<file path="src/sv/hcbd_pkg.sv">
// hcbd_pkg: shared codes and the size-digit decoder for the chunked body decoder.
// No dependencies; used by the core.
`default_nettype none

package hcbd_pkg;

  // input item kind
  localparam logic MODE_BEGIN = 1'b0;
  localparam logic MODE_BYTE  = 1'b1;

  // register indexes (byte address = 4 * index)
  localparam logic REG_CHUNKED_MODE = 1'b0;
  localparam logic REG_BODY_LENGTH  = 1'b1;

  localparam int unsigned ADDR_BITS = 3;

  localparam logic [7:0] CHAR_CR = 8'h0D;

  // separator bytes owed
  localparam logic [1:0] SKIP_NONE = 2'd0;
  localparam logic [1:0] SKIP_LF   = 2'd1;  // LF after a size line
  localparam logic [1:0] SKIP_CRLF = 2'd2;  // CR LF after chunk data
  localparam logic [1:0] SKIP_LAST = 2'd3;  // LF CR LF after the zero-size chunk

  typedef struct packed {
    logic       ok;
    logic [3:0] value;
  } hex_digit_t;

  function automatic hex_digit_t hex_decode(input logic [7:0] b);
    hex_digit_t d;
    d.ok    = 1'b0;
    d.value = 4'd0;
    if (b >= 8'h30 && b <= 8'h39) begin
      d.ok    = 1'b1;
      d.value = 4'(b - 8'h30);
    end else if (b >= 8'h61 && b <= 8'h66) begin
      d.ok    = 1'b1;
      d.value = 4'(b - 8'h57);
    end else if (b >= 8'h41 && b <= 8'h46) begin
      d.ok    = 1'b1;
      d.value = 4'(b - 8'h37);
    end
    return d;
  endfunction

endpackage

`default_nettype wire

</file>
<file path="src/sv/http_chunked_body_decoder_core.sv">
// http_chunked_body_decoder_core: byte-serial HTTP body decoder (chunked or fixed length).
// Depends on hcbd_pkg. Checker lives in hcbd_checker.sv.
//
// Takes one item per clock while the result register is not stalled and returns one result
// per item, loaded into the result register from the input register.
// An item goes into an input register; the decode step (hex digit, size add, total compare,
// saved-count increment) runs between that register and the result register and updates
// the decoder state in the same cycle. When the result register is stalled the input
// register still takes one more item. Configuration writes go through the APB-style
// port and must be made while no item is in flight.
`default_nettype none

module http_chunked_body_decoder_core #(
  parameter int unsigned LEN_BITS = 32
) (
  input  wire                               clk,
  input  wire                               rst,
  // input items
  input  wire                               in_valid,
  output logic                              in_stall,
  input  wire                               mode,
  input  wire  [7:0]                        data_byte,
  input  wire                               end_of_buffer,
  // result items
  output logic                              out_valid,
  input  wire                               out_stall,
  output logic                              payload_valid,
  output logic [7:0]                        payload_byte,
  output logic                              failed,
  output logic                              completed,
  // configuration
  input  wire                               psel,
  input  wire                               penable,
  input  wire                               pwrite,
  input  wire  [hcbd_pkg::ADDR_BITS-1:0]    paddr,
  input  wire  [31:0]                       pwdata,
  output logic [31:0]                       prdata,
  output logic                              pready
);

  // configuration registers
  logic        chunked_mode;
  logic [31:0] body_length;

  // input register
  logic       s1_valid;
  logic       s1_mode;
  logic [7:0] s1_byte;
  logic       s1_eob;

  // decoder state
  logic [LEN_BITS-1:0] size_accumulator, size_accumulator_next;
  logic [LEN_BITS-1:0] expected_total, expected_total_next;
  logic [LEN_BITS-1:0] saved_total, saved_total_next;
  logic [1:0]          bytes_to_skip, bytes_to_skip_next;
  logic                awaiting_last_chunk, awaiting_last_chunk_next;
  logic                error_seen, error_seen_next;
  logic                discarding_buffer, discarding_buffer_next;

  logic                step_payload;
  logic                step_completed;
  logic                s2_load;
  logic                step;
  logic [LEN_BITS-1:0] saved_inc;
  logic [LEN_BITS-1:0] expected_add;
  hcbd_pkg::hex_digit_t digit;

  assign pready  = 1'b1;
  assign s2_load = !out_valid || !out_stall;
  assign in_stall = s1_valid && !s2_load;
  assign step    = s1_valid && s2_load;

  // configuration port
  always_ff @(posedge clk) begin
    if (rst) begin
      chunked_mode <= 1'b1;
      body_length  <= 32'd0;
    end else if (psel && penable && pwrite) begin
      unique case (paddr[2])
        hcbd_pkg::REG_CHUNKED_MODE: chunked_mode <= pwdata[0];
        hcbd_pkg::REG_BODY_LENGTH:  body_length  <= pwdata;
        default: ;
      endcase
    end
  end

  always_comb begin
    unique case (paddr[2])
      hcbd_pkg::REG_CHUNKED_MODE: prdata = {31'd0, chunked_mode};
      hcbd_pkg::REG_BODY_LENGTH:  prdata = body_length;
      default:                    prdata = 32'd0;
    endcase
  end

  // input register
  always_ff @(posedge clk) begin
    if (rst) begin
      s1_valid <= 1'b0;
    end else if (!in_stall) begin
      s1_valid <= in_valid;
    end
  end

  always_ff @(posedge clk) begin
    if (!in_stall && in_valid) begin
      s1_mode <= mode;
      s1_byte <= data_byte;
      s1_eob  <= end_of_buffer;
    end
  end

  // decode step
  assign saved_inc    = saved_total + LEN_BITS'(1);
  assign expected_add = expected_total + size_accumulator;
  assign digit        = hcbd_pkg::hex_decode(s1_byte);

  always_comb begin
    size_accumulator_next    = size_accumulator;
    expected_total_next      = expected_total;
    saved_total_next         = saved_total;
    bytes_to_skip_next       = bytes_to_skip;
    awaiting_last_chunk_next = awaiting_last_chunk;
    error_seen_next          = error_seen;
    discarding_buffer_next   = discarding_buffer;
    step_payload             = 1'b0;

    priority if (s1_mode == hcbd_pkg::MODE_BEGIN) begin
      size_accumulator_next    = '0;
      saved_total_next         = '0;
      bytes_to_skip_next       = hcbd_pkg::SKIP_NONE;
      error_seen_next          = 1'b0;
      discarding_buffer_next   = 1'b0;
      awaiting_last_chunk_next = chunked_mode;
      expected_total_next      = chunked_mode ? '0 : LEN_BITS'(body_length);
    end else if (discarding_buffer) begin
      if (s1_eob) begin
        discarding_buffer_next = 1'b0;
      end
    end else if (bytes_to_skip != hcbd_pkg::SKIP_NONE) begin
      bytes_to_skip_next = bytes_to_skip - 2'd1;
    end else if (expected_total > saved_total) begin
      step_payload     = 1'b1;
      saved_total_next = saved_inc;
      if (awaiting_last_chunk && expected_total == saved_inc) begin
        bytes_to_skip_next = hcbd_pkg::SKIP_CRLF;
      end
    end else if (digit.ok) begin
      size_accumulator_next = {size_accumulator[LEN_BITS-5:0], digit.value};
    end else if (s1_byte == hcbd_pkg::CHAR_CR) begin
      expected_total_next   = expected_add;
      size_accumulator_next = '0;
      if (awaiting_last_chunk && size_accumulator == '0) begin
        awaiting_last_chunk_next = 1'b0;
        bytes_to_skip_next       = hcbd_pkg::SKIP_LAST;
      end else begin
        bytes_to_skip_next = hcbd_pkg::SKIP_LF;
      end
    end else begin
      error_seen_next        = 1'b1;
      discarding_buffer_next = !s1_eob;
    end

    step_completed = (expected_total_next == saved_total_next) &&
                     (bytes_to_skip_next == hcbd_pkg::SKIP_NONE) &&
                     !awaiting_last_chunk_next;
  end

  always_ff @(posedge clk) begin
    if (rst) begin
      size_accumulator    <= '0;
      expected_total      <= '0;
      saved_total         <= '0;
      bytes_to_skip       <= hcbd_pkg::SKIP_NONE;
      awaiting_last_chunk <= 1'b1;
      error_seen          <= 1'b0;
      discarding_buffer   <= 1'b0;
    end else if (step) begin
      size_accumulator    <= size_accumulator_next;
      expected_total      <= expected_total_next;
      saved_total         <= saved_total_next;
      bytes_to_skip       <= bytes_to_skip_next;
      awaiting_last_chunk <= awaiting_last_chunk_next;
      error_seen          <= error_seen_next;
      discarding_buffer   <= discarding_buffer_next;
    end
  end

  // result register
  always_ff @(posedge clk) begin
    if (rst) begin
      out_valid <= 1'b0;
    end else if (s2_load) begin
      out_valid <= s1_valid;
    end
  end

  always_ff @(posedge clk) begin
    if (step) begin
      payload_valid <= step_payload;
      payload_byte  <= step_payload ? s1_byte : 8'd0;
      failed        <= error_seen_next;
      completed     <= step_completed;
    end
  end

endmodule

`default_nettype wire

</file>
<file path="config.mk">
export PLATFORM = sky130hd
export DESIGN_NAME = http_chunked_body_decoder_core
export DESIGN_NICKNAME = d
export VERILOG_FILES = /design/src/sv/hcbd_pkg.sv /design/src/sv/http_chunked_body_decoder_core.sv
export SDC_FILE = /design/constraint.sdc
export NUM_CORES = 1
export LEC_CHECK = 0
export ABC_CLOCK_PERIOD_IN_PS = 6300
export BUFFER_PORTS_ARGS = -buffer_cell sky130_fd_sc_hd__buf_2
export CAP_MARGIN = 25
export CORE_MARGIN = 2
export CORE_UTILIZATION = 23
export CTS_BUF_LIST = sky130_fd_sc_hd__clkbuf_4
export DETAILED_ROUTE_END_ITERATION = 10
export PLACE_DENSITY = 0.46
export SETUP_SLACK_MARGIN = 0.02
export SLEW_MARGIN = 20
export SYNTH_ARGS = -nofsm -noshare
export SYNTH_HDL_FRONTEND = slang
export SYNTH_SLANG_ARGS = --single-unit
export TNS_END_PERCENT = 100
</file>
<file path="constraint.sdc">
create_clock -name clk -period 6.3 [get_ports clk]
set_input_delay 0.63 -clock clk [delete_from_list [all_inputs] [get_ports clk]]
set_output_delay 0.63 -clock clk [all_outputs]
set_load 0.03 [all_outputs]
</file>
# [Word-level counts from Yosys, hierarchy flattened]
# Index checks and enable logic that the tools add are counted.
[totals] elab_cells=117 inputBits=52 regBits=157 out_inout_bits=46
[classes] n_reduce_logical=25 muxes=53 n_lt_le_gt_ge=7 n_addsub=6 bitwise=1 eq_ne=7
[ops] cell="32-bit 2-to-1 mux" n=17
[ops] cell="32-bit == test" n=2
[ops] cell="32-bit case mux with 2 select lines" n=1
[ops] cell="32-bit by 1-bit adder with 32-bit output (second input constant)" n=1
[ops] cell="32-bit adder" n=1
[ops] cell="32-bit greater-than comparator" n=1
[ops] cell="32-bit zero test" n=1
[ops] cell="1-bit 2-to-1 mux" n=24
[ops] cell="8-bit by 7-bit greater-or-equal comparator with 1-bit output (second input constant)" n=2
[ops] cell="8-bit by 7-bit less-or-equal comparator with 1-bit output (second input constant)" n=2
[ops] cell="2-bit 2-to-1 mux" n=8
[ops] cell="5-bit 2-to-1 mux" n=3
[ops] cell="1-bit logical AND" n=12
[ops] cell="8-bit by 4-bit == test with 1-bit output (second input constant)" n=1
[ops] cell="8-bit by 6-bit greater-or-equal comparator with 1-bit output (second input constant)" n=1
[ops] cell="8-bit by 6-bit less-or-equal comparator with 1-bit output (second input constant)" n=1
[ops] cell="4-bit by 3-bit subtractor with 4-bit output (second input constant)" n=2
[ops] cell="1-bit zero test" n=6
[ops] cell="2-bit != test (second input constant)" n=3
[ops] cell="5-bit AND reduction" n=1
[ops] cell="2-bit AND reduction" n=2
[ops] cell="4-bit by 1-bit subtractor with 4-bit output (second input constant)" n=1
[ops] cell="3-bit by 1-bit != test with 1-bit output (second input constant)" n=1
[ops] cell="2-bit zero test" n=1
[ops] cell="4 further kinds" n=4

# [Depth between registers and ports, before layout]
[logic_depth] ltp_word=13 ltp_mapped=17 ltp_nobuf=14

# [Least setup slack after synthesis]
# No wires, ideal clock.
[synth_path] path_type="register -> register" from="register saved_total[30]" to="register completed, data pin" path_slack_ps=2189 setup_ps=170 period_less_slack_ps=4111 required_time_ps=6130 path_stages_with_launch=17 n_path_buf=2 t_arrival_ps=3941 cell_sequence="dfxtp_1 -> clkbuf_1 -> inv_1 -> ha_1 -> nand4_2 -> or4_4 -> nor3b_4 -> a21oi_2 -> nor3_1 -> buf_6 -> mux2i_1 -> xnor2_1 -> o311ai_1 -> a2111oi_2 -> nand4_1 -> or4_1 -> nor4_2"
[synth_between] elab_chain_len=11 elab_cells_between_ends=26 classes_between="add/sub (1); order compare (1); eq/ne (2); mux (17); reduce/logical (5)"
[synth_rtl] element="start: declaration" line="http_chunked_body_decoder_core.sv:54" source="logic [LEN_BITS-1:0] saved_total, saved_total_next;"
[synth_rtl] element="start signal: assignment" line="http_chunked_body_decoder_core.sv:180" source="saved_total <= saved_total_next;"
[synth_rtl] element="32-bit by 1-bit adder with 32-bit output" line="http_chunked_body_decoder_core.sv:113" source="assign saved_inc = saved_total + LEN_BITS'(1);"
[synth_rtl] element="32-bit == test" line="http_chunked_body_decoder_core.sv:144" source="if (awaiting_last_chunk && expected_total == saved_inc) begin"
[synth_rtl] element="1-bit logical AND" line="http_chunked_body_decoder_core.sv:144"
[synth_rtl] element="2-bit 2-to-1 mux" line="http_chunked_body_decoder_core.sv:144"
[synth_rtl] element="2-bit 2-to-1 mux" line="http_chunked_body_decoder_core.sv:141" source="end else if (expected_total > saved_total) begin"
[synth_rtl] element="2-bit 2-to-1 mux" line="http_chunked_body_decoder_core.sv:139" source="end else if (bytes_to_skip != hcbd_pkg::SKIP_NONE) begin"
[synth_rtl] element="2-bit 2-to-1 mux" line="http_chunked_body_decoder_core.sv:135" source="end else if (discarding_buffer) begin"
[synth_rtl] element="2-bit 2-to-1 mux" line="http_chunked_body_decoder_core.sv:127" source="priority if (s1_mode == hcbd_pkg::MODE_BEGIN) begin"
[synth_rtl] element="2-bit zero test" line="http_chunked_body_decoder_core.sv:164" source="(bytes_to_skip_next == hcbd_pkg::SKIP_NONE) &&"
[synth_rtl] element="1-bit logical AND" line="http_chunked_body_decoder_core.sv:163" source="step_completed = (expected_total_next == saved_total_next) &&"
[synth_rtl] element="1-bit logical AND (*)" line="http_chunked_body_decoder_core.sv:164"
[synth_rtl] element="via step_completed" line="http_chunked_body_decoder_core.sv:61" source="logic step_completed;"
[synth_rtl] element="end signal: assignment" line="http_chunked_body_decoder_core.sv:202" source="completed <= step_completed;"
[synth_rtl] element="end: declaration" line="http_chunked_body_decoder_core.sv:30" source="output logic completed,"
# The timed path passes the listed nets; every way through them passes the cells marked *.
# A chain may end at the register's enable or synchronous reset.

# [Worst setup path after layout]
[layout_path] from="register saved_total[11]" to="register completed, data pin"
# The elaborated chain is that of the path after synthesis.

==> out/metrics.yaml <==
status:
  status: "finished, final reports clean"
synth:
  syn_avg_cell_area_um2: 7.432
  ys.warnings.count: 0
  syn_nets: 1715
  syn_area_um2: 11850
  synth_seq_area_share_pct: 28.29
  synth-seq-cells: 157
  synthCells: 1595
  synth_edf_count: 21
  ys_types: 79
  synthFlopType: "dfxtp_1"
  async_flop_share_pct: 0
detailed_routing:
  vias: 12050
  wl_per_cell_um: 19.64
  highest_layer: "met4"
  drt-total-wl_um: 45740
  route.met2.wl_um: 21130
  first_pass_iters: 6
  vias_per_cell: 5.172
  ant_nets: 0
  route.detailed.drc: 0
  route.met3.wl_um: 2683
  wl_met1_um: 20710
  drt-initial-drc-count: 1056
layout:
  syn_to_final_growth_pct: 12.12
  final_cell_mix: "236 x nand2_1, 182 x a21oi_1, 136 x dfxtp_1"
  drive_above_1_share_pct: 11.73
  finalCoreUtilization_pct: 26.01
  final_common_cell: "nand2_1"
  final_nets: 1753
timing:
  setup_viol: 0
  drv_slew: 0
  min_period_over_period_pct: 88.14
  grt_setup_unrepaired: "no"
  fin_setup_tns_ns: 0
  hold_violations: 0
  min_period_ns: 5.553
  skew_ns: 0.03870
  max_freq_mhz: 180.1
  maxSlewHeadroom_pct: 38.21
  tightest_slew_ns: 0.9212
clock_tree:
  clk_pin_slew_ns: 0.16
  cts_sinks: 157
  cts_resized: 0
  ctsHoldBuffers: 0
  cts_max_path_buffers: 2
  htree_levels: 4
  cts_tree: "yes"
  cts_buffers: 17
  cts_root_buffer: "clkbuf_4"
  worstSkewPairLatency_ns: 0.70
  post_cts_buffers: 0
global_route:
  grt_max_degree: 51
  grt_overflow: 0
  track_usage_pct: 17.13
  grt_pass1_vias: 11670
  antenna_found_initial: 2
  grt_pass1_wl_um: 70210
min_path:
  hp-start: "data_byte[3]"
  hold_end: "s1_byte[3]"
  hold_depth: 1
  hp-class: "in -> reg"
worst_setup_path:
  crit_slowest_cell: "or4_1"
  path_max_fanout: 12
  arrival_ns: 6.07
  cp_slowest_stage_delay_ns: 0.68
  r2r_cells: 14
  critPathCaptureType: "flip-flop"
  r2r_end: "completed"
  critPathLaunchType: "flip-flop"
  timing.critical_path.mode_cell: "nand4_1"
  reg2reg_from: "saved_total[11]"
  cp_cell_sequence: "inv_1, ha_1, nand4_1, nor4_1, nor3b_4, a21oi_2, nor3_2, mux2i_1, xnor2_1, o311ai_1, a2111oi_2, nand4_1, or4_1, nor4_2"
  reg2reg_slack_ns: 0.75
  crit_type: "reg -> reg"
  required_ns: 6.82
floorplan:
  die_area_um2: 53370
  core_area_um2: 51090
  die_h_um: 231.0
  initial_core_util_pct: 23.20
  die_w_um: 231.0
  pin_count: 98
  placementRows: 83
place:
  gp_congestion: 0.9389
  hpwlAfterDp_um: 34180
  portBuffers: 94
power:
  vdd_drop_max_v: 0.0001032
  p_leak_nw: 4.793
  power.density_nw_per_um2: 163.6
run:
  drv_cap: 0
## layer usage
layer,up-vias,track usage [%]
met2,395,28.15
met1,5759,22.40
met4,0,6.391
met5,-,0
li1,5824,-
met3,68,2.940
## worst max-delay path: cells and delay by family (launching register included)
| kind | cells | cell delay (ns) |
|---|---|---|
| AND/OR/NAND/NOR | 7 | 2.86 |
| buffers and inverters | 1 | 0.13 |
| multiplexers | 1 | 0.34 |
| adder cells (fa/ha/maj) | 1 | 0.34 |
| AO/OA/AOI/OAI | 3 | 0.94 |
| XOR/XNOR | 1 | 0.15 |
| flip-flops | 1 | 0.61 |
## power breakdown
| group | internal, mW | switching, mW | leakage, nW |
|---|---|---|---|
| logic | 0.147 | 0.317 | 3.35 |
| registers | 1.04 | 0.0424 | 1.30 |
| clock network | 0.169 | 0.453 | 0.139 |
## sequential cells by signal, indices dropped and copies added (netlist names)
register / flops
awaiting_last_chunk: 1
body_length: 32
bytes_to_skip: 2
chunked_mode: 1
completed: 1
discarding_buffer: 1
error_seen: 1
expected_total: 32
failed: 1
out_valid: 1
payload_byte: 8
payload_valid: 1
s1_byte: 8
s1_eob: 1
s1_mode: 1
s1_valid: 1
saved_total: 32
size_accumulator: 32
## synth_stat cells, types with 4 or more instances
cell type / n / area share (%)
o21bai_1: 7 / 0.44
edfxtp_1: 21 / 5.3
dfxtp_1: 136 / 23
o211ai_1: 25 / 1.6
and4_1: 12 / 0.89
a21oi_1: 183 / 7.7
a2111oi_0: 5 / 0.37
a211o_1: 6 / 0.44
o21ai_0: 55 / 2.3
nor4_1: 28 / 1.5
o31ai_1: 5 / 0.32
mux2i_1: 21 / 1.8
or3_1: 6 / 0.32
a22oi_1: 4 / 0.25
mux2_2: 7 / 0.67
nand2b_1: 4 / 0.21
o41ai_1: 4 / 0.30
a31oi_1: 17 / 0.90
a41oi_1: 8 / 0.59
o21a_1: 13 / 0.82
buf_1: 5 / 0.16
nand4_1: 31 / 1.6
a211oi_1: 27 / 1.7
nand2_1: 237 / 7.5
ha_1: 67 / 7.1
nor3_1: 49 / 2.1
buf_2: 7 / 0.30
nand3_1: 65 / 2.7
xor2_1: 30 / 2.2
o32ai_1: 4 / 0.30
a21o_1: 16 / 1.0
and3_1: 16 / 0.84
xnor2_1: 83 / 6.1
nand4b_1: 4 / 0.30
inv_1: 50 / 1.6
nor2_1: 133 / 4.2
and2_1: 33 / 1.7
a221oi_1: 5 / 0.37
clkbuf_1: 94 / 3.0
## cell type report
cell class,instances,area [um^2]
Fill cell,5700,37800
Antenna cell,3,7.507
Multi-Input combinational cell,1275,7879
Sequential cell,157,3353
Clock inverter,14,108.9
Inverter,53,198.9
Timing Repair Buffer,129,757.0
Clock buffer,18,135.1
Tap cell,680,850.8
## per-stage QoR
| stage | area [um^2] | hold WS [ns] | std cells | power (mW) | setup WS [ns] |
|---|---|---|---|---|---|
| 6_report | 13290 | 0.1012 | 2329 | 2.174 | 0.7470 |
| 5_1_grt | 13290 | 0.05622 | 2329 | 2.264 | 0.3338 |
| 4_1_cts | 13260 | 0.03967 | 2324 | 2.192 | 0.7876 |
| 3_5_place_dp | 13020 | 0.4756 | 2292 | 1.564 | 0.8398 |
| 3_3_place_gp | 12980 | 0.4720 | 2289 | 1.560 | 0.9119 |
| 2_1_floorplan | 11850 | 0.4444 | 1595 | 1.386 | 2.189 |
## how the worst max path moves through the flow
stage,startpoint,end,slack (ns)
after global placement,saved_total[15],completed,0.91
after detailed placement,saved_total[15],completed,0.84
final,saved_total[11],completed,0.75
after global routing,saved_total[15],completed,0.33
after CTS,saved_total[15],completed,0.79
after floorplan,saved_total[30],completed,2.19
## cell families (layout without fill, tap and decap cells)
| kind of cell | after synthesis | count (layout) | share of synthesized area, % |
|---|---|---|---|
| buf+inv | 163 | 214 | 5.425 |
| compound gates | 421 | 421 | 22.31 |
| other cells | 1 | 4 | 0.03164 |
| xor+xnor | 113 | 113 | 8.349 |
| flops | 157 | 157 | 28.29 |
| fa+ha+maj | 68 | 68 | 7.241 |
| simple gates | 644 | 644 | 25.91 |
| mux | 28 | 28 | 2.438 |
No activity file was read; power rests on OpenSTA's default activity.
